===== config.mk =====
export PLATFORM = sky130hd
export DESIGN_NAME = lottery_priority_scheduler_top
export DESIGN_NICKNAME = d
export VERILOG_FILES = /design/src/rtl/core/lps_pkg.sv /design/src/rtl/core/lottery_priority_scheduler_top.sv /design/src/rtl/core/lps_table.sv /design/src/rtl/core/lps_mod.sv
export VERILOG_INCLUDE_DIRS = /design/src /design/src/rtl/core
export SDC_FILE = /design/constraint.sdc
export NUM_CORES = 1
export LEC_CHECK = 0
export ABC_AREA = 1
export BUFFER_PORTS_ARGS = -buffer_cell sky130_fd_sc_hd__buf_2
export CORE_UTILIZATION = 35
export DETAILED_ROUTE_END_ITERATION = 12
export MAX_ROUTING_LAYER = met4
export PLACE_DENSITY_LB_ADDON = 0.2
export SLEW_MARGIN = 0
export SYNTH_ARGS = -nofsm -noshare
export SYNTH_HDL_FRONTEND = slang
export SYNTH_SLANG_ARGS = --single-unit
export TNS_END_PERCENT = 30

===== constraint.sdc =====
create_clock -name clk -period 13.2 [get_ports clk]
set_clock_uncertainty 0.2 [all_clocks]
set_input_delay 2.64 -clock clk [delete_from_list [all_inputs] [get_ports clk]]
set_output_delay 2.64 -clock clk [all_outputs]
set_load 0.02 [all_outputs]

===== src/rtl/core/lottery_priority_scheduler_top_macros.svh =====
// Assertion macros for the lottery priority scheduler.
// Expects clk and rst_n in the scope of use.
`ifndef LOTTERY_PRIORITY_SCHEDULER_TOP_MACROS_SVH
`define LOTTERY_PRIORITY_SCHEDULER_TOP_MACROS_SVH
// Check a property on every clock edge outside reset.
`define LPS_ASSERT(lbl, prop, msg) \
  lbl: assert property (@(posedge clk) disable iff (!rst_n) prop) else $error(msg);
// Check a property on every clock edge, reset included.
`define LPS_ASSERT_ALWAYS(lbl, prop, msg) \
  lbl: assert property (@(posedge clk) prop) else $error(msg);
`endif


===== src/rtl/core/lps_pkg.sv =====
// Shared types, codes and constants of the lottery priority scheduler.
// No dependencies.
`timescale 1ns / 1ps
`default_nettype none
package lps_pkg;
  localparam int SLOTS_DEF  = 32;
  localparam int QUEUES_DEF = 16;
  localparam int SLOT_W     = 5;
  localparam int PRIO_W     = 4;
  localparam int TK_W       = 5;
  localparam int VAL_W      = 5;
  localparam int DRAW_W     = 16;
  localparam int KIND_W     = 3;
  localparam int STAT_W     = 2;
  localparam int CFG_IDX_W  = 2;
  localparam int CFG_DAT_W  = 5;
  localparam int TK_MAX     = 31;

  localparam logic [PRIO_W-1:0] WINQ_RST  = 4'd13;
  localparam logic [PRIO_W-1:0] WAITQ_RST = 4'd14;
  localparam logic [PRIO_W-1:0] LOWQ_RST  = 4'd15;
  localparam logic [TK_W-1:0]   INITK_RST = 5'd20;

  typedef enum logic [KIND_W-1:0] {
    KIND_START   = 3'd0,
    KIND_INHERIT = 3'd1,
    KIND_STOP    = 3'd2,
    KIND_OOQ     = 3'd3,
    KIND_NICE    = 3'd4,
    KIND_BALANCE = 3'd5
  } kind_t;

  typedef enum logic [STAT_W-1:0] {
    STAT_OK    = 2'd0,
    STAT_RANGE = 2'd1,
    STAT_STATE = 2'd2
  } status_t;

  typedef enum logic [CFG_IDX_W-1:0] {
    CFG_WINQ  = 2'd0,
    CFG_WAITQ = 2'd1,
    CFG_LOWQ  = 2'd2,
    CFG_INITK = 2'd3
  } cfg_idx_t;

  typedef enum logic [3:0] {
    ST_IDLE, ST_EVT, ST_LW, ST_SUM, ST_MOD, ST_PICK, ST_BAL, ST_DONE
  } state_t;

  typedef struct packed {
    logic              used;
    logic [PRIO_W-1:0] prio;
    logic [PRIO_W-1:0] maxp;
    logic [TK_W-1:0]   tk;
    logic [TK_W-1:0]   lim;
  } entry_t;

  typedef struct packed {
    logic              we;
    logic [SLOT_W-1:0] addr;
    entry_t            data;
  } wr_t;
endpackage
`default_nettype wire


===== src/rtl/core/lottery_priority_scheduler_top.sv =====
// Top level of the lottery priority scheduler: sequencer, output register, config.
// Depends on lps_pkg, lps_table, lps_mod and the assertion macro header.
`timescale 1ns / 1ps
`default_nettype none
`include "lottery_priority_scheduler_top_macros.svh"
// One item at a time. An item that runs a lottery makes one table pass to move
// user slots to the waiting queue and sum their tickets, runs the bit-serial
// remainder unit, and makes one pass to find the winner; a balance tick takes one
// table pass. A result waits in the output register while out_tready is low, and
// the sequencer holds until it leaves. in_tready is high only between items.
// Configuration writes are always taken.
module lottery_priority_scheduler_top #(
  parameter int SLOTS  = lps_pkg::SLOTS_DEF,
  parameter int QUEUES = lps_pkg::QUEUES_DEF
) (
  input  wire logic        clk,
  input  wire logic        rst_n,
  input  wire logic        in_tvalid,
  output logic             in_tready,
  input  wire logic [31:0] in_tdata,   // slot[4:0], value[9:5], random[25:10], zeros
  input  wire logic [2:0]  in_tuser,   // kind[2:0]
  output logic             out_tvalid,
  input  wire logic        out_tready,
  output logic [15:0]      out_tdata,  // slot_out[4:0], priority_out[8:5], is_winner[9],
                                       // status[11:10], zeros
  output logic [0:0]       out_tuser,  // record[0]
  output logic             out_tlast,
  input  wire logic        cfg_valid,
  output logic             cfg_ready,
  input  wire logic [1:0]  cfg_index,
  input  wire logic [4:0]  cfg_data
);
  localparam int SW   = (SLOTS > 1) ? $clog2(SLOTS) : 1;
  localparam int TOTW = $clog2(SLOTS * lps_pkg::TK_MAX + 1);

  lps_pkg::state_t state_r, state_nxt;
  logic [lps_pkg::KIND_W-1:0] kind_r, kind_nxt;
  logic [lps_pkg::SLOT_W-1:0] slot_r, slot_nxt;
  logic [lps_pkg::VAL_W-1:0]  value_r, value_nxt;
  logic [lps_pkg::DRAW_W-1:0] draw_r, draw_nxt;
  logic [lps_pkg::STAT_W-1:0] status_r, status_nxt;
  logic [SW-1:0]   idx_r, idx_nxt, lw_r, lw_nxt, lwin_r, lwin_nxt;
  logic [TOTW-1:0] total_r, total_nxt, rest_r, rest_nxt, sum_now;
  logic [lps_pkg::PRIO_W-1:0] winq_r, waitq_r, lowq_r;
  logic [lps_pkg::TK_W-1:0]   initk_r;

  logic out_valid_r, out_valid_nxt, out_rec_r, out_rec_nxt, out_win_r, out_win_nxt;
  logic [lps_pkg::SLOT_W-1:0] out_slot_r, out_slot_nxt;
  logic [lps_pkg::PRIO_W-1:0] out_prio_r, out_prio_nxt;
  logic [lps_pkg::STAT_W-1:0] out_stat_r, out_stat_nxt;

  logic [SW-1:0] rd_addr;
  lps_pkg::entry_t rd, ent;
  lps_pkg::wr_t wr;
  logic mod_start, mod_done;
  logic [TOTW-1:0] mod_rem;
  logic can_emit, emit, rd_user, slot_ok, slot_used, big_val, is_last;
  logic [lps_pkg::PRIO_W:0] prio_inc;

  lps_table #(.SLOTS(SLOTS)) u_table (
    .clk(clk), .rst_n(rst_n), .rd_addr(rd_addr), .rd_data(rd), .wr(wr)
  );

  lps_mod #(.TOT_W(TOTW)) u_mod (
    .clk(clk), .rst_n(rst_n), .start(mod_start), .draw(draw_r),
    .total(sum_now), .done(mod_done), .rem(mod_rem)
  );

  always_ff @(posedge clk) begin
    if (!rst_n) begin
      state_r     <= lps_pkg::ST_IDLE;
      out_valid_r <= 1'b0;
      lwin_r      <= '0;
      winq_r      <= lps_pkg::WINQ_RST;
      waitq_r     <= lps_pkg::WAITQ_RST;
      lowq_r      <= lps_pkg::LOWQ_RST;
      initk_r     <= lps_pkg::INITK_RST;
    end else begin
      state_r     <= state_nxt;
      out_valid_r <= out_valid_nxt;
      lwin_r      <= lwin_nxt;
      if (cfg_valid) begin
        case (lps_pkg::cfg_idx_t'(cfg_index))
          lps_pkg::CFG_WINQ:  winq_r  <= cfg_data[lps_pkg::PRIO_W-1:0];
          lps_pkg::CFG_WAITQ: waitq_r <= cfg_data[lps_pkg::PRIO_W-1:0];
          lps_pkg::CFG_LOWQ:  lowq_r  <= cfg_data[lps_pkg::PRIO_W-1:0];
          lps_pkg::CFG_INITK: initk_r <= cfg_data;
          default: ;
        endcase
      end
    end
    kind_r     <= kind_nxt;
    slot_r     <= slot_nxt;
    value_r    <= value_nxt;
    draw_r     <= draw_nxt;
    status_r   <= status_nxt;
    idx_r      <= idx_nxt;
    lw_r       <= lw_nxt;
    total_r    <= total_nxt;
    rest_r     <= rest_nxt;
    out_rec_r  <= out_rec_nxt;
    out_win_r  <= out_win_nxt;
    out_slot_r <= out_slot_nxt;
    out_prio_r <= out_prio_nxt;
    out_stat_r <= out_stat_nxt;
  end

  always_comb begin
    case (state_r)
      lps_pkg::ST_EVT: rd_addr = slot_r[SW-1:0];
      lps_pkg::ST_LW:  rd_addr = lw_r;
      default:         rd_addr = idx_r;
    endcase
  end

  assign rd_user   = (rd.prio <= lowq_r) && (rd.prio >= winq_r);
  assign slot_ok   = {1'b0, slot_r} < (lps_pkg::SLOT_W + 1)'(SLOTS);
  assign slot_used = slot_ok && rd.used;
  assign big_val   = value_r >= lps_pkg::VAL_W'(QUEUES);
  assign is_last   = idx_r == SW'(SLOTS - 1);
  assign can_emit  = !out_valid_r || out_tready;
  assign prio_inc  = {1'b0, rd.prio} + 1'b1;

  always_comb begin
    state_nxt    = state_r;
    kind_nxt     = kind_r;
    slot_nxt     = slot_r;
    value_nxt    = value_r;
    draw_nxt     = draw_r;
    status_nxt   = status_r;
    idx_nxt      = idx_r;
    lw_nxt       = lw_r;
    lwin_nxt     = lwin_r;
    total_nxt    = total_r;
    rest_nxt     = rest_r;
    sum_now      = total_r;
    mod_start    = 1'b0;
    emit         = 1'b0;
    out_rec_nxt  = out_rec_r;
    out_win_nxt  = out_win_r;
    out_slot_nxt = out_slot_r;
    out_prio_nxt = out_prio_r;
    out_stat_nxt = out_stat_r;
    ent          = rd;
    wr           = '0;
    wr.addr      = lps_pkg::SLOT_W'(rd_addr);

    case (state_r)
      lps_pkg::ST_IDLE: begin
        if (in_tvalid) begin
          slot_nxt   = in_tdata[4:0];
          value_nxt  = in_tdata[9:5];
          draw_nxt   = in_tdata[25:10];
          kind_nxt   = in_tuser;
          status_nxt = lps_pkg::STAT_OK;
          state_nxt  = lps_pkg::ST_EVT;
        end
      end
      lps_pkg::ST_EVT: begin
        idx_nxt   = '0;
        total_nxt = '0;
        case (kind_r)
          lps_pkg::KIND_START, lps_pkg::KIND_INHERIT: begin
            if (!slot_ok || rd.used) begin
              status_nxt = lps_pkg::STAT_STATE;
              state_nxt  = lps_pkg::ST_DONE;
            end else if (big_val) begin
              status_nxt = lps_pkg::STAT_RANGE;
              state_nxt  = lps_pkg::ST_DONE;
            end else if (can_emit) begin
              ent.used = 1'b1;
              ent.maxp = value_r[lps_pkg::PRIO_W-1:0];
              ent.tk   = initk_r;
              ent.lim  = initk_r;
              ent.prio = (kind_r == lps_pkg::KIND_START) ?
                         value_r[lps_pkg::PRIO_W-1:0] : waitq_r;
              wr.we    = 1'b1;
              emit     = 1'b1;
              state_nxt = lps_pkg::ST_SUM;
            end
          end
          lps_pkg::KIND_STOP: begin
            if (!slot_used) begin
              status_nxt = lps_pkg::STAT_STATE;
              state_nxt  = lps_pkg::ST_DONE;
            end else begin
              ent.used  = 1'b0;
              wr.we     = 1'b1;
              state_nxt = lps_pkg::ST_SUM;
            end
          end
          lps_pkg::KIND_OOQ: begin
            if (!slot_used) begin
              status_nxt = lps_pkg::STAT_STATE;
              state_nxt  = lps_pkg::ST_DONE;
            end else if (can_emit) begin
              wr.we     = 1'b1;
              emit      = 1'b1;
              state_nxt = lps_pkg::ST_SUM;
              if (rd_user) begin
                ent.prio = waitq_r;
                if (rd.prio == winq_r) begin
                  if (rd.tk > lps_pkg::TK_W'(1)) ent.tk = rd.tk - 1'b1;
                end else begin
                  lw_nxt    = lwin_r;
                  state_nxt = lps_pkg::ST_LW;
                end
              end else if (prio_inc < {1'b0, winq_r}) begin
                ent.prio = prio_inc[lps_pkg::PRIO_W-1:0];
              end
            end
          end
          lps_pkg::KIND_NICE: begin
            if (!slot_used) begin
              status_nxt = lps_pkg::STAT_STATE;
              state_nxt  = lps_pkg::ST_DONE;
            end else if (big_val) begin
              status_nxt = lps_pkg::STAT_RANGE;
              state_nxt  = lps_pkg::ST_DONE;
            end else if (can_emit) begin
              if (rd_user) begin
                ent.lim = value_r;
                ent.tk  = value_r;
              end else begin
                ent.maxp = value_r[lps_pkg::PRIO_W-1:0];
                ent.prio = value_r[lps_pkg::PRIO_W-1:0];
              end
              wr.we     = 1'b1;
              emit      = 1'b1;
              state_nxt = lps_pkg::ST_SUM;
            end
          end
          lps_pkg::KIND_BALANCE: begin
            slot_nxt  = '0;
            state_nxt = lps_pkg::ST_BAL;
          end
          default: begin
            status_nxt = lps_pkg::STAT_RANGE;
            state_nxt  = lps_pkg::ST_DONE;
          end
        endcase
        out_slot_nxt = slot_r;
        out_prio_nxt = ent.prio;
        out_win_nxt  = 1'b0;
        out_rec_nxt  = 1'b0;
        out_stat_nxt = lps_pkg::STAT_OK;
      end
      lps_pkg::ST_LW: begin
        if (rd.tk < rd.lim) begin
          ent.tk = rd.tk + 1'b1;
          wr.we  = 1'b1;
        end
        state_nxt = lps_pkg::ST_SUM;
      end
      lps_pkg::ST_SUM: begin
        if (!(rd.used && rd_user && rd.prio != waitq_r) || can_emit) begin
          if (rd.used && rd_user) begin
            sum_now = total_r + TOTW'(rd.tk);
            if (rd.prio != waitq_r) begin
              ent.prio = waitq_r;
              wr.we    = 1'b1;
              emit     = 1'b1;
            end
          end
          total_nxt = sum_now;
          idx_nxt   = idx_r + 1'b1;
          if (is_last) begin
            idx_nxt = '0;
            if (sum_now == '0) begin
              state_nxt = lps_pkg::ST_DONE;
            end else begin
              mod_start = 1'b1;
              state_nxt = lps_pkg::ST_MOD;
            end
          end
        end
        out_slot_nxt = lps_pkg::SLOT_W'(idx_r);
        out_prio_nxt = waitq_r;
        out_win_nxt  = 1'b0;
        out_rec_nxt  = 1'b0;
        out_stat_nxt = lps_pkg::STAT_OK;
      end
      lps_pkg::ST_MOD: begin
        if (mod_done) begin
          rest_nxt  = mod_rem;
          idx_nxt   = '0;
          state_nxt = lps_pkg::ST_PICK;
        end
      end
      lps_pkg::ST_PICK: begin
        if (rd.used && rd_user && rd.prio == waitq_r) begin
          if (rest_r < TOTW'(rd.tk)) begin
            if (can_emit) begin
              ent.prio  = winq_r;
              wr.we     = 1'b1;
              emit      = 1'b1;
              lwin_nxt  = idx_r;
              state_nxt = lps_pkg::ST_DONE;
            end
          end else begin
            rest_nxt = rest_r - TOTW'(rd.tk);
            idx_nxt  = idx_r + 1'b1;
            if (is_last) state_nxt = lps_pkg::ST_DONE;
          end
        end else begin
          idx_nxt = idx_r + 1'b1;
          if (is_last) state_nxt = lps_pkg::ST_DONE;
        end
        out_slot_nxt = lps_pkg::SLOT_W'(idx_r);
        out_prio_nxt = winq_r;
        out_win_nxt  = 1'b1;
        out_rec_nxt  = 1'b0;
        out_stat_nxt = lps_pkg::STAT_OK;
      end
      lps_pkg::ST_BAL: begin
        if (!(rd.used && rd.prio > rd.maxp && !rd_user) || can_emit) begin
          if (rd.used && rd.prio > rd.maxp && !rd_user) begin
            ent.prio = rd.prio - 1'b1;
            wr.we    = 1'b1;
            emit     = 1'b1;
          end
          idx_nxt = idx_r + 1'b1;
          if (is_last) state_nxt = lps_pkg::ST_DONE;
        end
        out_slot_nxt = lps_pkg::SLOT_W'(idx_r);
        out_prio_nxt = ent.prio;
        out_win_nxt  = 1'b0;
        out_rec_nxt  = 1'b0;
        out_stat_nxt = lps_pkg::STAT_OK;
      end
      lps_pkg::ST_DONE: begin
        if (can_emit) begin
          emit      = 1'b1;
          state_nxt = lps_pkg::ST_IDLE;
        end
        out_slot_nxt = slot_r;
        out_prio_nxt = '0;
        out_win_nxt  = 1'b0;
        out_rec_nxt  = 1'b1;
        out_stat_nxt = status_r;
      end
      default: state_nxt = lps_pkg::ST_IDLE;
    endcase

    wr.data = ent;
    if (emit)            out_valid_nxt = 1'b1;
    else if (out_tready) out_valid_nxt = 1'b0;
    else                 out_valid_nxt = out_valid_r;
    if (!emit) begin
      out_rec_nxt  = out_rec_r;
      out_win_nxt  = out_win_r;
      out_slot_nxt = out_slot_r;
      out_prio_nxt = out_prio_r;
      out_stat_nxt = out_stat_r;
    end
  end

  assign in_tready  = state_r == lps_pkg::ST_IDLE;
  assign cfg_ready  = 1'b1;
  assign out_tvalid = out_valid_r;
  assign out_tdata  = {4'b0, out_stat_r, out_win_r, out_prio_r, out_slot_r};
  assign out_tuser  = out_rec_r;
  assign out_tlast  = out_rec_r;

  `LPS_ASSERT(a_busy_after_accept, in_tvalid && in_tready |=> !in_tready, "ready after accept")
  `LPS_ASSERT(a_winner_is_notice, out_tvalid && out_win_r |-> !out_rec_r, "winner on record")
  `LPS_ASSERT(a_record_ok_status, out_tvalid && !out_rec_r |-> out_stat_r == lps_pkg::STAT_OK,
              "notice with nonzero status")
  `LPS_ASSERT(a_mod_only_in_lottery, mod_done |-> state_r == lps_pkg::ST_MOD,
              "remainder done outside lottery")
endmodule
`default_nettype wire


===== src/rtl/core/lps_table.sv =====
// Slot table: one entry per process slot, one read and one write port.
// Depends on lps_pkg.
`timescale 1ns / 1ps
`default_nettype none
module lps_table #(
  parameter int SLOTS = lps_pkg::SLOTS_DEF,
  localparam int SW = (SLOTS > 1) ? $clog2(SLOTS) : 1
) (
  input  wire logic            clk,
  input  wire logic            rst_n,
  input  wire logic [SW-1:0]   rd_addr,
  output lps_pkg::entry_t      rd_data,
  input  wire lps_pkg::wr_t    wr
);
  lps_pkg::entry_t mem_r [SLOTS];

  always_ff @(posedge clk) begin
    if (!rst_n) begin
      for (int i = 0; i < SLOTS; i++) mem_r[i] <= '0;
    end else if (wr.we) begin
      mem_r[wr.addr[SW-1:0]] <= wr.data;
    end
  end

  assign rd_data = mem_r[rd_addr];
endmodule
`default_nettype wire


===== src/rtl/core/lps_mod.sv =====
// Bit-serial remainder unit: draw mod total, one quotient bit per cycle.
// Depends on lps_pkg and the assertion macro header.
`timescale 1ns / 1ps
`default_nettype none
`include "lottery_priority_scheduler_top_macros.svh"
module lps_mod #(
  parameter int TOT_W = 10
) (
  input  wire logic                       clk,
  input  wire logic                       rst_n,
  input  wire logic                       start,
  input  wire logic [lps_pkg::DRAW_W-1:0] draw,
  input  wire logic [TOT_W-1:0]           total,
  output logic                            done,
  output logic [TOT_W-1:0]                rem
);
  localparam int CW = $clog2(lps_pkg::DRAW_W + 1);
  logic [lps_pkg::DRAW_W-1:0] q_r, q_nxt;
  logic [TOT_W-1:0] rem_r, rem_nxt, total_r, total_nxt;
  logic [CW-1:0] cnt_r, cnt_nxt;
  logic busy_r, busy_nxt, done_r, done_nxt;
  logic [TOT_W:0] trial;

  always_ff @(posedge clk) begin
    if (!rst_n) begin
      busy_r <= 1'b0;
      done_r <= 1'b0;
      cnt_r  <= '0;
    end else begin
      busy_r <= busy_nxt;
      done_r <= done_nxt;
      cnt_r  <= cnt_nxt;
    end
    q_r     <= q_nxt;
    rem_r   <= rem_nxt;
    total_r <= total_nxt;
  end

  always_comb begin
    busy_nxt  = busy_r;
    done_nxt  = 1'b0;
    cnt_nxt   = cnt_r;
    q_nxt     = q_r;
    rem_nxt   = rem_r;
    total_nxt = total_r;
    trial     = {rem_r, q_r[lps_pkg::DRAW_W-1]};
    if (start) begin
      busy_nxt  = 1'b1;
      cnt_nxt   = CW'(lps_pkg::DRAW_W);
      q_nxt     = draw;
      rem_nxt   = '0;
      total_nxt = total;
    end else if (busy_r) begin
      q_nxt = {q_r[lps_pkg::DRAW_W-2:0], 1'b0};
      if (trial >= {1'b0, total_r}) rem_nxt = TOT_W'(trial - {1'b0, total_r});
      else                           rem_nxt = trial[TOT_W-1:0];
      cnt_nxt = cnt_r - 1'b1;
      if (cnt_r == CW'(1)) begin
        busy_nxt = 1'b0;
        done_nxt = 1'b1;
      end
    end
  end

  assign done = done_r;
  assign rem  = rem_r;

  `LPS_ASSERT(a_rem_below_total, done_r |-> (rem_r < total_r), "remainder not below total")
  `LPS_ASSERT(a_no_restart, busy_r |-> !start, "remainder unit restarted while busy")
  `LPS_ASSERT(a_done_ends_busy, done_r |-> !busy_r, "done while still iterating")
endmodule
`default_nettype wire

==> summary.txt <==
Status
  – Status: finished clean

Worst setup path
  – Critical Path AT: about 10 ns
  – Critical Path Stages: 30
  – Worst setup path class: register to register
  – R2R setup slack: 2.94 ns
  – Worst setup path end: u_table.mem_r[15][18]
  – Crit path top cell by count: nand2_1
  – CP bufs+invs: 6
  – Worst Setup SP: state_r[0]
  – Crit. End Element: register
  – Critical Path Start Type: register
  – CP max stage delay: around 1.2 ns
  – FF-to-FF End: u_table.mem_r[15][18]
  – Worst path required time: between 10 and 15 ns
  – Crit path max-delay family: simple AND/OR/NAND/NOR gates
  – Crit-path max FO: 81
  – R2R Path Start: state_r[0]
  – CP max-delay cell: nand2_1
  – Worst R2R Path Depth: 30

Final layout
  – Cell area after layout: between 40000 and 50000 µm²
  – Area Overhead vs Synth: 11.25%
  – Fillers: approximately 10000
  – Final net count: between 4000 and 5000
  – Layout cell share with drive strength beyond 1: 9.157%

Route
  – DR WL/cell: around 22 µm
  – DRT iter0 DRCs: between 2000 and 3000
  – Vias after detailed routing: ~28000
  – DRC Markers: 0
  – Pre-antenna DRT Iters: 6
  – Post-DRT Antenna Nets: 0
  – Final wirelength: 119.0 mm
  – Vias per inst: around 5.2

Timing
  – Final Setup Violations: 0
  – Unrepaired setup endpoints after global routing: no
  – Slew headroom: between 10% and 20%
  – Worst-Margin Slew: 1.279 ns
  – Crit path time final: ~10 ns
  – Achievable Freq: approximately 97 MHz
  – Setup WS post-layout: 2.938 ns
  – Final critical-path share of the clock period: approximately 78%
  – Final hold violation count: 0
  – Slew Viols, Final: 0
  – Setup_tns: 0 ns

Die
  – Die Y: roughly 330 µm
  – Core Area: 105300 µm²
  – Die span in x: approximately 330 µm
  – Ports: 68
  – DIE AREA: 107400 µm²
  – Initial Util: 35.28%
  – Site Rows: about 120

Synth
  – Post-synth top area cell: edfxtp_1
  – Number of synthesized flops with an enable pin: between 700 and 800
  – Synthesized area: between 30000 and 40000 µm²
  – Syn Area/Cell: about 9.4 µm²
  – Synth Warn #: 0
  – Cells after Synth: just under 4000
  – Sequential share of the synthesized area: 59.61%
  – Seq cells post-synth: around 750
  – Most frequent cell after synthesis: nand2_1
  – Yosys cell types: around 60
  – Largest cells by area after synthesis: edfxtp_1 57%, nand2_1 11%, nor2_1 6.9%, buf_2 2.4%, dfxtp_1 2.4%
  – Synth top cells by count: 1099 x nand2_1, 708 x edfxtp_1, 681 x nor2_1
  – Synth Flop Type: edfxtp_1
  – Synth async-reset ratio: 0%
  – Share of the synthesized area in the top cell type: 57.24%

Clock network
  – CTS tree: yes
  – Cts-stage hold buffer count: 0
  – Max clock buf depth: 3
  – Clk sinks: 752
  – Clock root buffer: clkbuf_16
  – H-tree depth: 3
  – # resized after CTS: 0
  – Number of buffers created by CTS: 84
  – Clk_lat worst skew: 0.67 ns
  – Post-CTS setup buffer count: 0
  – Reg clk slew, reported paths: 0.06 ns

Global routing
  – Initial antenna violation count: 1
  – Tot GR Track Use: around 22%
  – First-pass GRT wire length: between 150 and 200 mm
  – Largest net degree at the start of global routing: a little over 80
  – Vias in the first global route: between 20000 and 30000
  – Gr ovfl total: 0

Placement
  – Post-detail-place hpwl: between 70 and 80 mm
  – RD Place Congestion: about 0.92
  – Area post-placement: between 30000 and 40000 µm²
  – Pre-CTS setup slack: roughly 3.1 ns
  – Input/output buffers: 56

Power and ir drop
  – Static Leak: roughly 17 nW
  – Pwr dens: about 160 nW/µm²
  – VDD IR max: between 80 and 90 µV

Min path
  – Min-Delay Path Class: register to register

Run
  – Max-Cap Viols: 0
==> final cells by class <==
cell class,instances,area [µm²],area share (%)
timing repair buffer,143,985.9,2.386
antenna,1,2.502,0.006056
tap,1391,1740,4.212
inverter,248,933.4,2.259
clock buffer,112,2308,5.587
clock inverter,42,436.7,1.057
multi-input combinational,2689,12770,30.91
sequential,752,22140,53.59
==> through the flow <==
step                      hold slack [ns]  power (mW)  util [%]  instances
after global placement             0.2078       4.108     36.64       5223
after detailed placement           0.2137       4.114     36.64       5223
after CTS                          0.2272       6.466     39.25       5377
after floorplan                    0.2030       3.596         -       3967
final                              0.2287       6.437     39.25       5378
after global routing               0.2298       6.665     39.25       5377
==> worst min path at each step <==
stage                   start       to  slack, ns  cells after the start
floorplan           lwin_r[0]  lw_r[0]       0.20                      0
global placement    lwin_r[0]  lw_r[0]       0.21                      0
detailed placement  lwin_r[0]  lw_r[0]       0.21                      0
CTS                 lwin_r[0]  lw_r[0]       0.23                      0
global route        lwin_r[0]  lw_r[0]       0.23                      0
finish              lwin_r[0]  lw_r[0]       0.23                      0
==> worst register-to-register path, delay by kind of cell, from the launching register on <==
family | cells | cell delay (ns)
flops | 1 | 0.55
simple gates | 22 | 6.79
compound gates | 1 | 0.63
buf+inv | 6 | 1.40
fa+ha+maj | 1 | 0.33
==> kinds of logic (layout without fill, tap and decap cells) <==
kind of cell | after synthesis | after routing | share of synthesized area [%]
and+or+nand+nor | 2114 | 2114 | 23.60
DFF | 752 | 752 | 59.61
buffers and inverters | 526 | 545 | 6.384
AOI/OAI and AO/OA | 497 | 497 | 8.095
adders and majority gates | 52 | 52 | 1.812
xor gates and xnor gates | 20 | 20 | 0.4716
other | 2 | 7 | 0.02022
==> registers in the layout, summed over array words and instances (netlist names), 5 cells and up <==
name and count:
idx_r 5, initk_r 5, u_mod.rem 10, out_slot_r 5
total_r 10, lw_r 5, draw_r 16, slot_r 5
u_mod.total_r 10, u_table.mem_r 608, u_mod.q_r 16, u_mod.cnt_r 5
value_r 5, lwin_r 5, rest_r 10
==> power breakdown <==
group	internal (mW)	leakage [nW]	switching (mW)
Clock	1.37	1.35	0.991
Combinational	0.295	7.74	1.06
Sequential	2.69	7.56	0.0339
==> metal layers <==
metal | part of all wire [%] | GRT usage [%]
met5 | 0 | -
met4 | 2.0 | 5.628
met3 | 6.3 | 2.729
met2 | 46 | 34.87
met1 | 45 | 31.00
==> cell usage in the layout (no fill, tap or decap), drive strengths merged, types with 2 or more instances in the layout <==
cell type / count
a31oi: 8
nor4: 4
nand4: 71
clkbuf: 112
xor2: 17
buf: 143
a21oi: 161
dfxtp: 44
o31ai: 18
fa: 3
clkinv: 36
nand3: 131
o211ai: 16
nor3: 51
nand2: 1114
bufinv: 7
edfxtp: 708
xnor2: 3
o21bai: 3
o22ai: 33
a211oi: 4
nor2: 712
or2: 3
a22o: 9
o2111ai: 2
o21ai: 139
a22oi: 97
inv: 247
ha: 49
conb: 6
nand3b: 26
Note: power is estimated with default switching activity, not from simulation.
